**config.mk**
```make
export PLATFORM = sky130hd
export DESIGN_NAME = command_line_argument_splitter_unit
export DESIGN_NICKNAME = d
export VERILOG_FILES = /design/src/clas_pkg.sv /design/src/clas_front.sv /design/src/clas_queue.sv /design/src/clas_back.sv /design/src/command_line_argument_splitter_unit.sv
export SDC_FILE = /design/constraint.sdc
export NUM_CORES = 1
export LEC_CHECK = 0
export BUFFER_PORTS_ARGS = -buffer_cell sky130_fd_sc_hd__clkbuf_2
export CAP_MARGIN = 10
export CORE_ASPECT_RATIO = 0.7
export CORE_MARGIN = 3
export CORE_UTILIZATION = 45
export CTS_CLUSTER_DIAMETER = 150
export DETAILED_ROUTE_END_ITERATION = 7
export PLACE_DENSITY = 0.64
export RECOVER_POWER = 100
export REMOVE_ABC_BUFFERS = 1
export SYNTH_ARGS = -nofsm -noshare
export SYNTH_HDL_FRONTEND = slang
export SYNTH_SLANG_ARGS = --single-unit
export TNS_END_PERCENT = 100
```
**constraint.sdc**
```tcl
create_clock -name clk -period 3.6 [get_ports clk]
set_clock_uncertainty 0.2 [all_clocks]
set_input_delay 0.18 -clock clk [delete_from_list [all_inputs] [get_ports clk]]
set_output_delay 0.18 -clock clk [all_outputs]
set_load 0.05 [all_outputs]
```
**src/clas_pkg.sv**
```systemverilog
// ----------------------------------------------------------------------------
// clas_pkg
// Shared types and constants for the command line argument splitter: the
// byte codes it recognises and the command passed from the front to the back.
// ----------------------------------------------------------------------------
package clas_pkg;

  localparam int MAX_BACKSLASH_RUN = 63;
  localparam int RUN_W = $clog2(MAX_BACKSLASH_RUN + 1);
  localparam int QUEUE_DEPTH = 2;

  localparam logic [7:0] CH_SPACE  = 8'h20;
  localparam logic [7:0] CH_TAB    = 8'h09;
  localparam logic [7:0] CH_BSLASH = 8'h5C;
  localparam logic [7:0] CH_QUOTE  = 8'h22;

  // what follows the backslash run of a command
  typedef enum logic [1:0] {
    TAIL_NONE = 2'd0,
    TAIL_CHAR = 2'd1,
    TAIL_END  = 2'd2
  } tail_t;

  typedef struct packed {
    logic [RUN_W-1:0] bs_count;
    tail_t            tail;
    logic [7:0]       tail_char;
    logic             overflow;
  } cmd_t;

endpackage

```
**src/clas_front.sv**
```systemverilog
// ----------------------------------------------------------------------------
// clas_front
// Accepts command line bytes, tracks argument, quoting and backslash-run
// state, and turns bytes into commands for the back.
// ----------------------------------------------------------------------------
module clas_front (
  input  logic                 clk,
  input  logic                 rst,
  input  logic                 in_valid,
  output logic                 in_stall,
  input  logic [7:0]           char_in,
  input  logic                 line_end,
  input  logic                 full,
  output logic                 push,
  output clas_pkg::cmd_t       push_cmd
);

  logic                       inside_argument;
  logic                       quoting;
  logic [clas_pkg::RUN_W-1:0] pending;
  logic                       saturated;

  logic                       inside_argument_next;
  logic                       quoting_next;
  logic [clas_pkg::RUN_W-1:0] pending_next;
  logic                       saturated_next;
  logic                       emit;

  logic                       accept;
  logic                       is_sep;
  logic [clas_pkg::RUN_W-1:0] held;
  logic                       held_sat;
  logic                       quoting_eff;

  assign in_stall = full;
  assign accept   = in_valid && !full;
  assign is_sep   = (char_in == clas_pkg::CH_SPACE) || (char_in == clas_pkg::CH_TAB);

  // a new argument starts from clean state
  assign held        = inside_argument ? pending : '0;
  assign held_sat    = inside_argument ? saturated : 1'b0;
  assign quoting_eff = inside_argument ? quoting : 1'b0;

  always_comb begin
    inside_argument_next = inside_argument;
    quoting_next         = quoting;
    pending_next         = pending;
    saturated_next       = saturated;
    emit                 = 1'b0;
    push_cmd.bs_count    = held;
    push_cmd.tail        = clas_pkg::TAIL_NONE;
    push_cmd.tail_char   = 8'h00;
    push_cmd.overflow    = held_sat;
    priority if (line_end) begin
      emit                 = inside_argument;
      push_cmd.tail        = clas_pkg::TAIL_END;
      inside_argument_next = 1'b0;
      quoting_next         = 1'b0;
      pending_next         = '0;
      saturated_next       = 1'b0;
    end else if (!inside_argument && is_sep) begin
      emit = 1'b0;
    end else if (char_in == clas_pkg::CH_BSLASH) begin
      inside_argument_next = 1'b1;
      quoting_next         = quoting_eff;
      if (held < clas_pkg::RUN_W'(clas_pkg::MAX_BACKSLASH_RUN)) begin
        pending_next   = held + 1'b1;
        saturated_next = held_sat;
      end else begin
        pending_next   = held;
        saturated_next = 1'b1;
      end
    end else if (char_in == clas_pkg::CH_QUOTE) begin
      inside_argument_next = 1'b1;
      pending_next         = '0;
      saturated_next       = 1'b0;
      push_cmd.bs_count    = held >> 1;
      if (held[0]) begin
        push_cmd.tail      = clas_pkg::TAIL_CHAR;
        push_cmd.tail_char = clas_pkg::CH_QUOTE;
        quoting_next       = quoting_eff;
      end else begin
        quoting_next = !quoting_eff;
      end
      // an even run of zero before a quote gives nothing
      emit = held[0] || (held > clas_pkg::RUN_W'(1));
    end else begin
      pending_next   = '0;
      saturated_next = 1'b0;
      emit           = 1'b1;
      if (!quoting_eff && is_sep) begin
        push_cmd.tail        = clas_pkg::TAIL_END;
        inside_argument_next = 1'b0;
        quoting_next         = 1'b0;
      end else begin
        push_cmd.tail        = clas_pkg::TAIL_CHAR;
        push_cmd.tail_char   = char_in;
        inside_argument_next = 1'b1;
        quoting_next         = quoting_eff;
      end
    end
  end

  assign push = accept && emit;

  always_ff @(posedge clk) begin
    if (rst) begin
      inside_argument <= 1'b0;
      quoting         <= 1'b0;
      pending         <= '0;
      saturated       <= 1'b0;
    end else if (accept) begin
      inside_argument <= inside_argument_next;
      quoting         <= quoting_next;
      pending         <= pending_next;
      saturated       <= saturated_next;
    end
  end

endmodule

```
**src/clas_queue.sv**
```systemverilog
// ----------------------------------------------------------------------------
// clas_queue
// Short command queue between the front and the back.
// ----------------------------------------------------------------------------
module clas_queue (
  input  logic           clk,
  input  logic           rst,
  input  logic           push,
  input  clas_pkg::cmd_t push_cmd,
  output logic           full,
  input  logic           pop,
  output clas_pkg::cmd_t head,
  output logic           not_empty
);

  localparam int PTR_W = (clas_pkg::QUEUE_DEPTH > 1) ? $clog2(clas_pkg::QUEUE_DEPTH) : 1;
  localparam int CNT_W = $clog2(clas_pkg::QUEUE_DEPTH + 1);

  clas_pkg::cmd_t   entries [clas_pkg::QUEUE_DEPTH];
  logic [PTR_W-1:0] wr_ptr;
  logic [PTR_W-1:0] rd_ptr;
  logic [CNT_W-1:0] count;
  logic             do_pop;

  assign full      = (count == CNT_W'(clas_pkg::QUEUE_DEPTH));
  assign not_empty = (count != '0);
  assign head      = entries[rd_ptr];
  assign do_pop    = pop && not_empty;

  function automatic logic [PTR_W-1:0] ptr_inc(input logic [PTR_W-1:0] p);
    logic [PTR_W-1:0] r;
    r = (p == PTR_W'(clas_pkg::QUEUE_DEPTH - 1)) ? '0 : p + 1'b1;
    return r;
  endfunction

  always_ff @(posedge clk) begin
    if (push && !full) begin
      entries[wr_ptr] <= push_cmd;
    end
  end

  always_ff @(posedge clk) begin
    if (rst) begin
      wr_ptr <= '0;
      rd_ptr <= '0;
      count  <= '0;
    end else begin
      if (push && !full) begin
        wr_ptr <= ptr_inc(wr_ptr);
      end
      if (do_pop) begin
        rd_ptr <= ptr_inc(rd_ptr);
      end
      unique case ({push && !full, do_pop})
        2'b10:   count <= count + 1'b1;
        2'b01:   count <= count - 1'b1;
        default: count <= count;
      endcase
    end
  end

endmodule

```
**src/clas_back.sv**
```systemverilog
// ----------------------------------------------------------------------------
// clas_back
// Carries out queued commands: emits the backslash run one byte a cycle
// unless stalled, then any tail byte or end marker, via an output register.
// ----------------------------------------------------------------------------
module clas_back (
  input  logic           clk,
  input  logic           rst,
  input  clas_pkg::cmd_t head,
  input  logic           not_empty,
  output logic           pop,
  output logic           out_valid,
  input  logic           out_stall,
  output logic [7:0]     char_out,
  output logic           has_char,
  output logic           arg_end,
  output logic           run_overflow,
  output logic           last_of_run
);

  logic                       cur_valid;
  logic [clas_pkg::RUN_W-1:0] remaining;
  clas_pkg::tail_t            tail;
  logic [7:0]                 tail_char;
  logic                       overflow;

  logic                       out_free;
  logic                       step;
  logic                       step_last;
  logic                       in_run;

  assign out_free  = !out_valid || !out_stall;
  assign step      = cur_valid && out_free;
  assign in_run    = (remaining != '0);
  assign step_last = in_run ? ((remaining == clas_pkg::RUN_W'(1)) &&
                               (tail == clas_pkg::TAIL_NONE))
                            : 1'b1;
  // next command loads as the current one finishes its last request
  assign pop = not_empty && (!cur_valid || (step && step_last));

  always_ff @(posedge clk) begin
    if (rst) begin
      cur_valid <= 1'b0;
    end else if (pop) begin
      cur_valid <= 1'b1;
    end else if (step && step_last) begin
      cur_valid <= 1'b0;
    end
  end

  always_ff @(posedge clk) begin
    if (pop) begin
      remaining <= head.bs_count;
      tail      <= head.tail;
      tail_char <= head.tail_char;
      overflow  <= head.overflow;
    end else if (step && in_run) begin
      remaining <= remaining - 1'b1;
    end
  end

  always_ff @(posedge clk) begin
    if (rst) begin
      out_valid <= 1'b0;
    end else if (out_free) begin
      out_valid <= step;
    end
  end

  always_ff @(posedge clk) begin
    if (step) begin
      run_overflow <= overflow;
      last_of_run  <= step_last;
      if (in_run) begin
        char_out <= clas_pkg::CH_BSLASH;
        has_char <= 1'b1;
        arg_end  <= 1'b0;
      end else if (tail == clas_pkg::TAIL_END) begin
        char_out <= 8'h00;
        has_char <= 1'b0;
        arg_end  <= 1'b1;
      end else begin
        char_out <= tail_char;
        has_char <= 1'b1;
        arg_end  <= 1'b0;
      end
    end
  end

endmodule

```
**src/command_line_argument_splitter_unit.sv**
```systemverilog
// ----------------------------------------------------------------------------
// command_line_argument_splitter_unit
// Splits a byte stream into arguments by Windows command line rules.
// ----------------------------------------------------------------------------
// The unit takes one byte per cycle unless it stalls, and returns one
// request per argument byte or end-of-argument marker. A byte that closes
// a run of n held backslashes gives n + 1 requests, and a quote that closes
// it gives n / 2 backslashes (rounded down) plus the literal quote when n
// is odd. The back stage emits one request a cycle while out_stall is low.
// Runs themselves and separators between arguments give no request. A
// two-entry command queue lets the input keep taking bytes while the back
// stage is still emitting, and the input stalls only when that queue is
// full.
module command_line_argument_splitter_unit (
  input  logic       clk,
  input  logic       rst,
  input  logic       in_valid,
  output logic       in_stall,
  input  logic [7:0] char_in,
  input  logic       line_end,
  output logic       out_valid,
  input  logic       out_stall,
  output logic [7:0] char_out,
  output logic       has_char,
  output logic       arg_end,
  output logic       run_overflow,
  output logic       last_of_run
);

  logic           push;
  clas_pkg::cmd_t push_cmd;
  logic           full;
  logic           pop;
  clas_pkg::cmd_t head;
  logic           not_empty;

  clas_front u_front (
    .clk      (clk),
    .rst      (rst),
    .in_valid (in_valid),
    .in_stall (in_stall),
    .char_in  (char_in),
    .line_end (line_end),
    .full     (full),
    .push     (push),
    .push_cmd (push_cmd)
  );

  clas_queue u_queue (
    .clk       (clk),
    .rst       (rst),
    .push      (push),
    .push_cmd  (push_cmd),
    .full      (full),
    .pop       (pop),
    .head      (head),
    .not_empty (not_empty)
  );

  clas_back u_back (
    .clk          (clk),
    .rst          (rst),
    .head         (head),
    .not_empty    (not_empty),
    .pop          (pop),
    .out_valid    (out_valid),
    .out_stall    (out_stall),
    .char_out     (char_out),
    .has_char     (has_char),
    .arg_end      (arg_end),
    .run_overflow (run_overflow),
    .last_of_run  (last_of_run)
  );

endmodule

```
# Yosys cells after proc, flatten, opt, wreduce, memory -nomap -nowiden
# Memories as Yosys holds them, arrays and structs flattened. A register that Yosys moved wholly into a read port is not among the register bits.
# Index checks and enable logic that the tools add are counted.
# classes
add_sub_neg	6
n_mul	0
div	0
magnitude_cmp	2
eq_ne	10
n_shift	0
mux	51
bitwise_logic	0
n_reduce_logical	29
# op_table
operator	count
two-way mux 6 bit	9
two-way mux 1 bit	32
two-way mux 16 bit	2
equality test 8 x 6 -> 1 bit (second input constant)	2
two-way mux 8 bit	2
logical AND 1 bit	11
two-way mux 10 bit	1
two-way mux 9 bit	1
equality test 8 x 4 -> 1 bit (second input constant)	1
equality test 8 x 7 -> 1 bit (second input constant)	1
nonzero test 2 bit	4
two-way mux 7 bit	1
adder 6 x 1 -> 6 bit (second input constant)	1
equality test 2 bit (second input constant)	3
equality test 6 x 1 -> 1 bit (second input constant)	1
greater-than comparator 6 x 1 -> 1 bit (second input constant)	1
zero test 1 bit	6
less-than comparator 6 bit (second input constant)	1
nonzero test 6 bit	1
subtractor 6 x 1 -> 6 bit (second input constant)	1
logical OR 1 bit	4
two-way mux 2 bit	2
case mux 2 bit (2 select lines)	1
adder 1 bit (second input constant)	2
other kinds (7)	7
# word_totals
regBits	44
latch_bits	0
mem_bits_rw	34
romBits	0
output_inout_bits	14
wordCells	118
memories	1
# memory_table
name	words	width	read_ports	rd_clocked_by_memory_dff	wr	line	text
u_queue.entries	2	17	1	1	1	clas_queue.sv:19	clas_pkg::cmd_t entries [clas_pkg::QUEUE_DEPTH];

# Longest topological paths before layout
# Gate-level depths: netlist of the first run.
# logic_depth
word_depth	11
ltp_mapped	13
ltp_nobuf	12

# By module
# A second synthesis of the first run with hierarchy kept.
# unflattened
cells_unflattened	291
area_unflattened_um2	3718.6
# by_module_without_submodules
module	n_inst	cells_per_inst	area_per_inst_um2	seq_area_each_um2
clas_queue	1	79	1448.9	1121.1
clas_back	1	85	1301.2	910.9
clas_front	1	127	968.4	180.2

# Least setup slack after synthesis of the first run
# Ideal clock, no wire load.
# synth_timing
path_type	register to register
startpoint	reg u_front.inside_argument
endpoint	mem u_queue.entries[1][0] in the netlist's numbering, enable pin
setup_time_ns	0.391
arrival_time_ns	2.542
required_ns	3.009
slack_ns	0.467
path_stages_with_launch	11
n_path_buf	1
cell_sequence	dfxtp_1 -> clkbuf_1 -> inv_1 -> nor2_1 -> inv_1 -> ha_1 -> nor2_1 -> nor2_1 -> a311oi_1 -> o21ai_2 -> nor2_1
# synth_between
elab_chain_cells	11
# synth_rtl
item	line	text
start: declaration	clas_front.sv:18	logic inside_argument;
start signal: assignment	clas_front.sv:113	inside_argument <= inside_argument_next;
two-way mux 6 bit	clas_front.sv:40	assign held = inside_argument ? pending : '0;
greater-than comparator 6 x 1 -> 1 bit	clas_front.sv:86	emit = held[0] || (held > clas_pkg::RUN_W'(1));
logical OR 1 bit	clas_front.sv:86	
two-way mux 1 bit	clas_front.sv:73	end else if (char_in == clas_pkg::CH_QUOTE) begin
two-way mux 1 bit	clas_front.sv:63	end else if (char_in == clas_pkg::CH_BSLASH) begin
two-way mux 1 bit	clas_front.sv:61	end else if (!inside_argument && is_sep) begin
two-way mux 1 bit (*)	clas_front.sv:54	priority if (line_end) begin
logical AND 1 bit (*)	clas_front.sv:104	assign push = accept && emit;
logical AND 1 bit (*)	clas_queue.sv:37	if (push && !full) begin
two-way mux 1 bit (*)	clas_queue.sv:37	
two-way mux 1 bit (implied by the code) (*)	clas_queue.sv:38	entries[wr_ptr] <= push_cmd;
end: declaration	clas_queue.sv:19	
# Every way passes the cells marked *; elsewhere a longest branch is shown, timed or not.

# Worst setup path in the final report of the first run
# layout_timing
startpoint	reg u_front.inside_argument
endpoint	reg u_queue.count[1]
# layout_between
elab_chain_cells	11
# layout_rtl
item	line	text
two-way mux 6 bit	clas_front.sv:40	
greater-than comparator 6 x 1 -> 1 bit	clas_front.sv:86	
logical OR 1 bit	clas_front.sv:86	
two-way mux 1 bit	clas_front.sv:73	
two-way mux 1 bit	clas_front.sv:63	
two-way mux 1 bit	clas_front.sv:61	
two-way mux 1 bit (*)	clas_front.sv:54	
logical AND 1 bit (*)	clas_front.sv:104	
logical AND 1 bit (*)	clas_queue.sv:54	unique case ({push && !full, do_pop})
equality test 2 x 1 -> 1 bit / equality test 2 bit (equally long branches)	clas_queue.sv:54	
case mux 2 bit (2 select lines) / nonzero test 2 bit (equally long branches)	--	
end signal: assignment	clas_queue.sv:55	2'b10: count <= count + 1'b1;
end signal: assignment	clas_queue.sv:56	2'b01: count <= count - 1'b1;
end signal: assignment	clas_queue.sv:57	default: count <= count;
end: declaration	clas_queue.sv:22	logic [CNT_W-1:0] count;
# Marked as above.
# A chain may end at the register's enable or synchronous reset.

==> results of run 1 <==
## final cells by class
type	count	share of cell area [%]
sequential	79	54.3
multi-input combinational	186	30.8
clock buffer	10	5.62
timing repair buffer	32	3.75
tap	98	3.01
inverter	14	1.29
clock inverter	6	1.26
## metal layers
| metal | vias to the layer above | part of all wire (%) |
|---|---|---|
| li1 | 1149 | - |
| met1 | 1038 | 52 |
| met2 | 59 | 41 |
| met3 | 6 | 5.8 |
| met4 | 0 | 1.4 |
| met5 | - | 0 |
## Yosys cell counts, types with 3 or more instances
cell      number  area share, %
edfxtp_1      63             52
nor2_1        31            3.2
nand2_1       17            1.8
a21oi_1       16            2.2
dfxtp_1       16            8.9
inv_1         14            1.5
clkbuf_1      12            1.2
mux2_2        11            3.4
mux2i_1        9            2.5
and2_1         8            1.4
ha_1           7            2.4
and3_1         5           0.87
nand3_1        5           0.69
nand4_1        4           0.69
nor3_1         4           0.56
nor3b_1        4           0.83
o221a_1        4            1.2
xnor2_1        4           0.97
xor2_1         4           0.97
nand2b_1       3           0.52
nor2b_1        3           0.52
o21ai_0        3           0.42
o21ai_1        3           0.42
or3_1          3           0.52
## cells by family (layout without fill, tap and decap cells)
logic type | count (synthesis) | count (layout) | share of synthesized area [%]
AOI/OAI and AO/OA | 47 | 47 | 9.16
xor gates and xnor gates | 8 | 8 | 1.94
adders and majority gates | 7 | 7 | 2.43
buffers and inverters | 27 | 62 | 2.85
DFF | 79 | 79 | 61.3
muxes | 21 | 21 | 6.25
and+or+nand+nor | 103 | 103 | 16.0
## stage by stage
step	area (sq um)	cells
2_1_floorplan	3560	279
3_3_place_gp	3850	408
3_5_place_dp	3850	408
4_1_cts	4140	425
5_1_grt	4080	425
6_report	4080	425
## worst min path at each step
| stage | from | endpoint | slack [ps] | cells after the start |
|---|---|---|---|---|
| floorplan | rst | u_back.cur_valid | 50 | 1 |
| global placement | u_back.overflow | u_back.run_overflow | 200 | 0 |
| detailed placement | u_back.overflow | u_back.run_overflow | 200 | 0 |
| CTS | char_in[3] | u_queue.entries[0][4] | 20 | 3 |
| global route | char_in[3] | u_queue.entries[0][4] | 50 | 3 |
| finish | char_in[3] | u_queue.entries[1][4] | 40 | 3 |
## placed cells by master, fill, tap and decap left out, types with 3 or more instances in the layout
| master | Yosys | routed |
|---|---|---|
| mux2_1 | 1 | 4 |
| and3_1 | 5 | 5 |
| xnor2_1 | 4 | 4 |
| nor2b_1 | 3 | 3 |
| nor2_1 | 31 | 31 |
| a21oi_1 | 16 | 18 |
| clkinv_1 | 0 | 3 |
| clkbuf_2 | 0 | 9 |
| xor2_1 | 4 | 4 |
| clkbuf_1 | 12 | 19 |
| or3_1 | 3 | 4 |
| nor3b_1 | 4 | 4 |
| o221a_1 | 4 | 4 |
| mux2i_1 | 9 | 9 |
| mux2_2 | 11 | 8 |
| nor4_1 | 2 | 4 |
| nor3_1 | 4 | 4 |
| buf_4 | 0 | 4 |
| o21ai_0 | 3 | 7 |
| clkbuf_16 | 0 | 9 |
| inv_1 | 14 | 14 |
| nand2b_1 | 3 | 3 |
| nand4_1 | 4 | 4 |
| or4_1 | 2 | 3 |
| ha_1 | 7 | 7 |
| dfxtp_1 | 16 | 16 |
| edfxtp_1 | 63 | 63 |
| nand3_1 | 5 | 5 |
| nand2_1 | 17 | 17 |
| and2_0 | 0 | 7 |
## worst max-delay path: stages, from the launching register on
cell,delay (ps)
dfxtp_1,300
inv_1,120
nor2_1,80
clkbuf_1,170
ha_1,230
nor2_1,80
nor2_1,50
a311oi_1,280
o21ai_0,260
ha_1,380
or3_1,350
a21oi_1,140
## power by group through the flow
stage          clock network [W]  registers, W  logic [W]
6_report                0.000845       0.00137   0.000721
2_1_floorplan                  0       0.00148   0.000457
4_1_cts                 0.000866       0.00138   0.000745
5_1_grt                 0.000912       0.00139   0.000801
3_5_place_dp                   0       0.00140   0.000738
3_3_place_gp                   0       0.00139   0.000739
## timing repair
action	4_1_cts	5_1_grt
gates resized for setup	0	0
endpoints found under the hold margin	1	0
setup buffers	0	0
hold buffers	1	0
## flip-flops by register name (all words and copies together), names as in the netlist, 2 cells and up, named ones only
name / cells
u_back.char_out: 8
u_back.remaining: 6
u_back.tail: 2
u_back.tail_char: 8
u_front.pending: 6
u_queue.count: 2
u_queue.entries: 34
==> impl_metrics.csv, run 1 <==
group,metric,value,unit
clocking,clk_latency,330,ps
logic_synthesis,synth-main-ff-cell,"edfxtp_1",
die,start_util,47.8,%
power_and_ir_drop,power_frac_seq,46.7,%
worst_setup_path,setup.worst_path.end,"u_queue.count[1]",
run,drv_cap,0,
logic_synthesis,yosysWarnings,0,
worst_setup_path,end_kind,"flop",
die,pin_count,27,
final_layout,n_antenna_cell,0,
grt,overflow,0,
timing,fin_ws,887,ps
drt,ant_nets,0,
timing,setup_viol,0,
die,rows,26,
timing,hold_violations,0,
power_and_ir_drop,internal-power,0.00203,W
drt,drt-vias-per-instance,5.30,
power_and_ir_drop,switchingPower,0.000911,W
timing,hold_slack,36.3,ps
clocking,clk_path_buf_depth,2,
hold_path,hold_path_class,"input pin to flop",
power_and_ir_drop,netSwitchingFraction,31.0,%
worst_setup_path,path_class,"flop to flop",
grt,use_met3,5.14,%
timing,max_slew_margin,44.9,%
worst_setup_path,worst-path-max-fanout,5,
clocking,clkTransAtPathRegs,50,ps
timing,rsz0062_at_grt,"false",
timing,finalCriticalPeriod,2710,ps
timing,worst_pin_slew,825,ps
placed_design,dpl.hpwl,4360,microns
drt,drt_iter0_markers,186,
grt,grt.total_usage,15.0,%
worst_setup_path,r2r-end,"u_queue.count[1]",
die,die_area,9140,sq um
drt,dr.pass1.iters,5,
power_and_ir_drop,power.leakage,1.43,nW
power_and_ir_drop,cellPowerDensity,721,nW/um^2
grt,grt_pass1_wl,10300,microns
logic_synthesis,synth_area,3610,sq um
timing,setup_tns,0,ps
timing,min_period_over_period,75.4,%
final_layout,drive_gt1_share,11.0,%
grt,antenna_found_initial,0,
run_status,status,"completed",
power_and_ir_drop,clockPowerShare,28.8,%
timing,report.final.slew_viol_count,0,
clocking,cts_inserted_buffers,9,
die,die_h,80.9,microns
clocking,clock-sinks,79,
logic_synthesis,synth_edf_count,63,
power_and_ir_drop,total_power,0.00294,W
grt,grt_start_max_net_pins,19,
worst_setup_path,worstReg2RegStart,"u_front.inside_argument",
die,core,7550,sq um
placed_design,io_buffers,26,
clocking,cts_tree,"built",
final_layout,nFillCells,675,
drt,totalWireLength,6300,microns
clocking,cts_root_buffer,"clkbuf_16",
final_layout,final_util,54.0,%
logic_synthesis,synthArstFlopShare,0,%
power_and_ir_drop,vdd_ir_drop_max,0.427,mV
clocking,htreeDepth,3,
die,die_w,113,microns
worst_setup_path,startpoint,"u_front.inside_argument",
worst_setup_path,reg2regPathDepth,11,
placed_design,gp_congestion,0.803,
final_layout,area_delta_synth_final,13.0,%
logic_synthesis,synth_cells,292,
drt,routed-via-count,2252,
grt,grt_pass1_vias,2066,
power_and_ir_drop,combPwrFrac,24.5,%
grt,grtUsageMet2,20.3,%
final_layout,multi_input_area,1250,sq um
drt,routedWlPerCell,14.8,microns
final_layout,seqCellArea,2210,sq um
worst_setup_path,cp-start-kind,"flop",
logic_synthesis,syn_area_per_cell,12.3,sq um
logic_synthesis,synth-seq-cells,79,
logic_synthesis,synthDistinctLibCells,54,
grt,grt_busiest_layer,"met1",
grt,met1_usage,21.5,%
final_layout,nets,342,
drt,remaining_drc_errors,0,
placed_design,pre_cts_ws,1040,ps
worst_setup_path,cp_data_required_time,3650,ps
timing,maxClockFrequency,0.369,GHz
worst_setup_path,cp.arrival,2770,ps
logic_synthesis,seq_area_frac_synth,61.3,%
worst_setup_path,rrSetupSlack,890,ps
Note: power is estimated with default switching activity, not from simulation.
==> run 2, diff against run 1 <==
ABC_AREA = 1   (was default)
PLACE_DENSITY = 0.66   (was 0.64)
clock period = 2.4 ns   (was 3.6 ns; I/O delays follow)
==> impl_metrics.csv, run 2 <==
group,metric,value,unit
worst_setup_path,cp_num_cells,11,
worst_setup_path,slowest_stage,"edfxtp_1",
logic_synthesis,synth_top_family_by_area,"simple AND/OR/NAND/NOR gates",
drt,dr.pass1.iters,5,
power_and_ir_drop,clockPowerShare,29.7,%
timing,max_slew_margin,59.9,%
logic_synthesis,syn_area_per_cell,9.85,sq um
final_layout,design_area,4320,sq um
worst_setup_path,cp-start-kind,"flop",
timing,hold_slack,28.7,ps
clocking,cts_inserted_buffers,9,
hold_path,hold_path_class,"input pin to flop",
logic_synthesis,netlist.area_leader.share,52.9,%
clocking,cts_root_buffer,"clkbuf_16",
die,die_area,9070,sq um
worst_setup_path,end_kind,"flop",
worst_setup_path,worst-path-max-fanout,15,
logic_synthesis,synth_edf_count,63,
placed_design,dpl.hpwl,4640,microns
die,core,7510,sq um
logic_synthesis,seq_area_frac_synth,61.8,%
power_and_ir_drop,vdd_ir_drop_max,0.570,mV
worst_setup_path,path_class,"flop to flop",
power_and_ir_drop,total_power,0.00484,W
logic_synthesis,synth-main-ff-cell,"edfxtp_1",
timing,maxClockFrequency,0.458,GHz
logic_synthesis,synthDistinctLibCells,34,
grt,grt_pass1_vias,2412,
drt,routedWlPerCell,12.5,microns
timing,worst_pin_slew,604,ps
drt,drt_iter0_markers,117,
placed_design,io_buffers,26,
drt,drt-vias-per-instance,4.82,
grt,overflow,0,
placed_design,place_area,3890,sq um
power_and_ir_drop,cellPowerDensity,1120,nW/um^2
logic_synthesis,synth_compound_area_share,6.82,%
logic_synthesis,synth_fa_ha_area_share,2.45,%
power_and_ir_drop,switchingPower,0.00158,W
drt,ant_nets,0,
clocking,clk_path_buf_depth,2,
drt,remaining_drc_errors,0,
clocking,clk_latency,330,ps
final_layout,instances_no_fill,522,
power_and_ir_drop,power_frac_seq,42.6,%
die,pin_count,27,
grt,grt_start_max_net_pins,18,
logic_synthesis,synth_mux_area_share,0.280,%
timing,rsz0062_at_grt,"false",
final_layout,final_util,57.5,%
timing,hold_violations,0,
logic_synthesis,synth-seq-cells,79,
logic_synthesis,synth-simple-area-share,21.3,%
final_layout,area_delta_synth_final,20.8,%
timing,finalCriticalPeriod,2180,ps
final_layout,drive_gt1_share,14.9,%
grt,antenna_found_initial,0,
die,start_util,47.6,%
final_layout,top_regs,"u_queue.entries (34), u_back.char_out (8), u_back.tail_char (8)",
die,die_h,80.6,microns
grt,grt.total_usage,16.1,%
logic_synthesis,synth.area.top_cells,"edfxtp_1 53%, nand2_1 12%, dfxtp_1 9.0%, nor2_1 4.3%, inv_1 3.5%",
die,die_w,113,microns
die,rows,26,
worst_setup_path,cp_cell_sequence,"inv_2, ha_1, nand2_1, a21oi_2, nand2_1, nand2_2, o21ai_2, buf_4, inv_2, nand3_1, o21a_1",
power_and_ir_drop,combPwrFrac,27.7,%
logic_synthesis,yosysMostFrequentCell,"nand2_1",
timing,setup_viol,0,
power_and_ir_drop,internal-power,0.00325,W
worst_setup_path,cp.arrival,2070,ps
clocking,clkTransAtPathRegs,60,ps
grt,grt_pass1_wl,11200,microns
worst_setup_path,reg2regPathDepth,11,
drt,routed-via-count,2518,
placed_design,dpl.cell_count,493,
power_and_ir_drop,power.leakage,1.81,nW
final_layout,layout_common_cells,"113 x nand2_1, 63 x edfxtp_1, 41 x nor2_1, 31 x inv_1",
logic_synthesis,synth_commonest_cells,"115 x nand2_1, 63 x edfxtp_1, 41 x nor2_1, 33 x inv_1, 18 x a21oi_1",
logic_synthesis,synthArstFlopShare,0,%
worst_setup_path,cp_data_required_time,2290,ps
run_status,status,"completed",
final_layout,nets,439,
clocking,cts_tree,"built",
timing,report.final.slew_viol_count,0,
clocking,htreeDepth,3,
logic_synthesis,synth_area,3580,sq um
logic_synthesis,synth_top_area_cell,"edfxtp_1",
placed_design,gp_congestion,0.867,
power_and_ir_drop,netSwitchingFraction,32.7,%
hold_path,hold_depth,3,
logic_synthesis,synthXorXnorAreaFrac,1.71,%
worst_setup_path,cp_num_buf_inv,3,
logic_synthesis,yosysWarnings,0,
worst_setup_path,critPathTopFamily,"buffers and inverters",
final_layout,largest_reg_flops,34,
worst_setup_path,critical-path-max-stage-delay,400,ps
final_layout,nFillCells,654,
final_layout,layout_commonest_cell,"nand2_1",
drt,totalWireLength,6550,microns
final_layout,n_antenna_cell,0,
run,drv_cap,0,
logic_synthesis,synth_cells,363,
final_layout,top_register,"u_queue.entries",
clocking,clock-sinks,79,
timing,min_period_over_period,90.9,%
==> run 2: layout make-up <==
class                           instances  area (sq um)  share of cell area, %
Sequential cell                        79          2210                   51.2
Multi-Input combinational cell        237          1180                   27.2
Timing Repair Buffer                   52           338                   7.82
Clock buffer                            9           225                   5.21
Inverter                               40           150                   3.47
Tap cell                               98           123                   2.84
Clock inverter                          7          95.1                   2.20
==> run 2: worst register-to-register path, delay by kind of cell (launching register included) <==
family	cells	cell delay (ps)
buffers and inverters	3	500
adders and majority gates	1	140
and+or+nand+nor	4	330
DFF	1	400
AOI/OAI and AO/OA	3	370
==> run 2: power by group through the flow <==
stage / Clock [W] / Combinational (W) / Sequential, W
CTS: 0.00147 / 0.00133 / 0.00206
global placement: 0 / 0.00129 / 0.00208
detailed placement: 0 / 0.00129 / 0.00208
floorplan: 0 / 0.000742 / 0.00225
global route: 0.00153 / 0.00152 / 0.00210
finish: 0.00144 / 0.00134 / 0.00206
==> run 2: kinds of logic after synthesis <==
kind of cell / count (synthesis)
xor gates and xnor gates: 7
adders and majority gates: 7
buffers and inverters: 47
DFF: 79
and+or+nand+nor: 182
AOI/OAI and AO/OA: 40
muxes: 1
==> run 2: per-layer routing <==
layer / vias up / global-route usage (%) / part of all wire (%)
met3: 8 / 5.05 / 5.4
met4: 0 / 5.76 / 1.0
met2: 62 / 26.3 / 47
li1: 1326 / - / -
met1: 1122 / 20.2 / 46
met5: - / 0 / 0
==> run 2: metrics by stage <==
| stage | TNS (ps) | setup slack (ps) |
|---|---|---|
| 2_1_floorplan | -6610 | -388 |
| 3_3_place_gp | 0 | 245 |
| 3_5_place_dp | 0 | 149 |
| 4_1_cts | 0 | 126 |
| 5_1_grt | 0 | 0.991 |
| 6_report | 0 | 218 |
==> run 2: final timing paths <==
| path | startpoint | to | slack [ps] |
|---|---|---|---|
| max | u_back.remaining[1] | u_back.remaining[4] | 220 |
| min | char_in[0] | u_queue.entries[1][1] | 30 |
| max reg2reg | u_back.remaining[1] | u_back.remaining[4] | 220 |
| min reg2reg | u_back.overflow | u_back.run_overflow | 250 |
==> run 2: timing repair <==
item	4_1_cts	5_1_grt
endpoints found under the setup margin	0	2
buffers inserted	0	2
endpoints found under the hold margin	24	0
hold buffers	11	0
gates resized for setup	0	8
==> run 3, diff against run 2 <==
CTS_BUF_LIST = sky130_fd_sc_hd__clkbuf_2 sky130_fd_sc_hd__clkbuf_4 sky130_fd_sc_hd__clkbuf_8   (was default)
==> impl_metrics.csv, run 3 (synthesis gave the netlist of run 2 again) <==
group,metric,value,unit
run_status,status,"completed",
drt,met2_length,3020,microns
worst_setup_path,worst-path-max-fanout,15,
drt,wl_met1,3160,microns
worst_setup_path,r2r-end,"u_back.remaining[4]",
final_layout,top_regs,"u_queue.entries (34), u_back.char_out (8), u_back.tail_char (8)",
timing,maxClockFrequency,0.460,GHz
die,die_h,80.6,microns
die,core,7510,sq um
clocking,cts_tree,"built",
timing,setup_viol,0,
timing,min_period_over_period,90.6,%
worst_setup_path,path_class,"flop to flop",
worst_setup_path,reg2regPathDepth,11,
final_layout,top_register,"u_queue.entries",
final_layout,drive_gt1_share,15.0,%
hold_path,hold_path_class,"flop to flop",
placed_design,gp_congestion,0.867,
drt,top_layer,"met4",
clocking,clk_path_buf_depth,2,
die,start_util,47.6,%
drt,ant_nets,0,
drt,drt-vias-per-instance,4.78,
final_layout,layout_common_cells,"112 x nand2_1, 63 x edfxtp_1, 41 x nor2_1, 32 x inv_1, 18 x a21oi_1",
die,pin_count,27,
final_layout,layout_commonest_cell,"nand2_1",
drt,routedWlPerCell,12.5,microns
clocking,cts_root_buffer,"clkbuf_8",
drt,drt_iter0_markers,140,
drt,remaining_drc_errors,0,
worst_setup_path,cp_data_required_time,2320,ps
hold_path,hold_depth,0,
drt,totalWireLength,6560,microns
timing,worst_pin_slew,605,ps
final_layout,area_delta_synth_final,18.9,%
drt,wl_met3,292,microns
timing,max_slew_margin,59.9,%
worst_setup_path,end_kind,"flop",
drt,dr.pass1.iters,4,
die,die_area,9070,sq um
timing,rsz0062_at_grt,"false",
worst_setup_path,cp_num_buf_inv,3,
clocking,htreeDepth,3,
clocking,cts_inserted_buffers,9,
grt,grt_pass1_wl,11200,microns
worst_setup_path,critPathTopFamily,"buffers and inverters",
die,die_w,113,microns
power_and_ir_drop,power.leakage,1.78,nW
grt,grt.total_usage,16.0,%
grt,grt_start_max_net_pins,18,
grt,grt_pass1_vias,2390,
drt,routed-via-count,2510,
worst_setup_path,cp_cell_sequence,"inv_2, ha_1, nand2_1, a21oi_2, nand2_1, nand2_2, o21ai_2, buf_4, inv_2, nand3_1, o21a_1",
run,drv_cap,0,
timing,hold_slack,260,ps
final_layout,nFillCells,663,
timing,finalCriticalPeriod,2170,ps
grt,antenna_found_initial,0,
grt,overflow,0,
final_layout,largest_reg_flops,34,
hold_path,worstHoldStart,"u_back.overflow",
placed_design,io_buffers,26,
power_and_ir_drop,vdd_ir_drop_max,0.498,mV
clocking,clk_latency,360,ps
worst_setup_path,rrSetupSlack,230,ps
worst_setup_path,slowest_stage,"edfxtp_1",
timing,fin_ws,226,ps
final_layout,n_antenna_cell,0,
worst_setup_path,critical-path-max-stage-delay,410,ps
placed_design,pre_cts_ws,149,ps
final_layout,nets,442,
timing,hold_violations,0,
hold_path,whs_endpoint,"u_back.run_overflow",
worst_setup_path,cp-start-kind,"flop",
worst_setup_path,cp_num_cells,11,
clocking,clock-sinks,79,
die,rows,26,
worst_setup_path,cp.arrival,2100,ps
placed_design,dpl.hpwl,4640,microns
timing,report.final.slew_viol_count,0,
power_and_ir_drop,cellPowerDensity,1050,nW/um^2
worst_setup_path,worstReg2RegStart,"u_back.remaining[1]",
clocking,clkTransAtPathRegs,80,ps
==> run 3: worst max path at each step <==
stage,from,endpoint,slack [ps]
after floorplan,u_front.inside_argument,u_queue.entries[0][0],-390
after global placement,u_back.remaining[0],u_queue.count[1],250
after detailed placement,u_back.remaining[0],u_queue.count[1],150
after CTS,u_front.inside_argument,u_queue.count[1],120
after global routing,u_back.remaining[0],u_queue.count[1],0.8
final,u_back.remaining[1],u_back.remaining[4],230
==> run 3: metrics by stage <==
| stage | utilization (%) | power [W] | std cells | setup TNS, ps | instance area [sq um] |
|---|---|---|---|---|---|
| after floorplan | - | 0.00299 | 356 | -6610 | 3530 |
| after global placement | 51.8 | 0.00336 | 493 | 0 | 3890 |
| after detailed placement | 51.8 | 0.00338 | 493 | 0 | 3890 |
| after CTS | 56.6 | 0.00448 | 523 | 0 | 4250 |
| after global routing | 56.6 | 0.00478 | 525 | 0 | 4250 |
| final | 56.6 | 0.00447 | 525 | 0 | 4250 |
==> run 3: per-layer routing <==
metal  up-vias  global-route usage (%)
li1       1327                       -
met1      1129                    20.3
met2        48                    25.8
met3         6                    6.02
met4         0                    4.68
met5         -                       0
==> run 3: power by group <==
part / switching [W] / internal (W)
Clock: 0.000489 / 0.000589
Sequential: 0.000135 / 0.00192
Combinational: 0.000916 / 0.000423
==> run 3: final cells by class <==
class	instances	area [sq um]	area share (%)
Sequential cell	79	2210	52.1
Multi-Input combinational cell	237	1180	27.7
Timing Repair Buffer	55	369	8.68
Inverter	40	150	3.53
Clock buffer	9	124	2.91
Tap cell	98	123	2.88
Clock inverter	7	95.1	2.24
==> run 3: repair_timing <==
action / in CTS / in global routing
resized for setup: 0 / 8
endpoints found under the setup margin: 0 / 2
endpoints found under the hold margin: 28 / 0
hold buffers: 14 / 0
buffers inserted: 0 / 2
==> run 3: worst reg2reg max path: cells and delay by family (launching register included) <==
| family | cells | cell delay, ps |
|---|---|---|
| compound gates | 3 | 370 |
| simple gates | 4 | 320 |
| flops | 1 | 410 |
| buf+inv | 3 | 490 |
| fa+ha+maj | 1 | 140 |
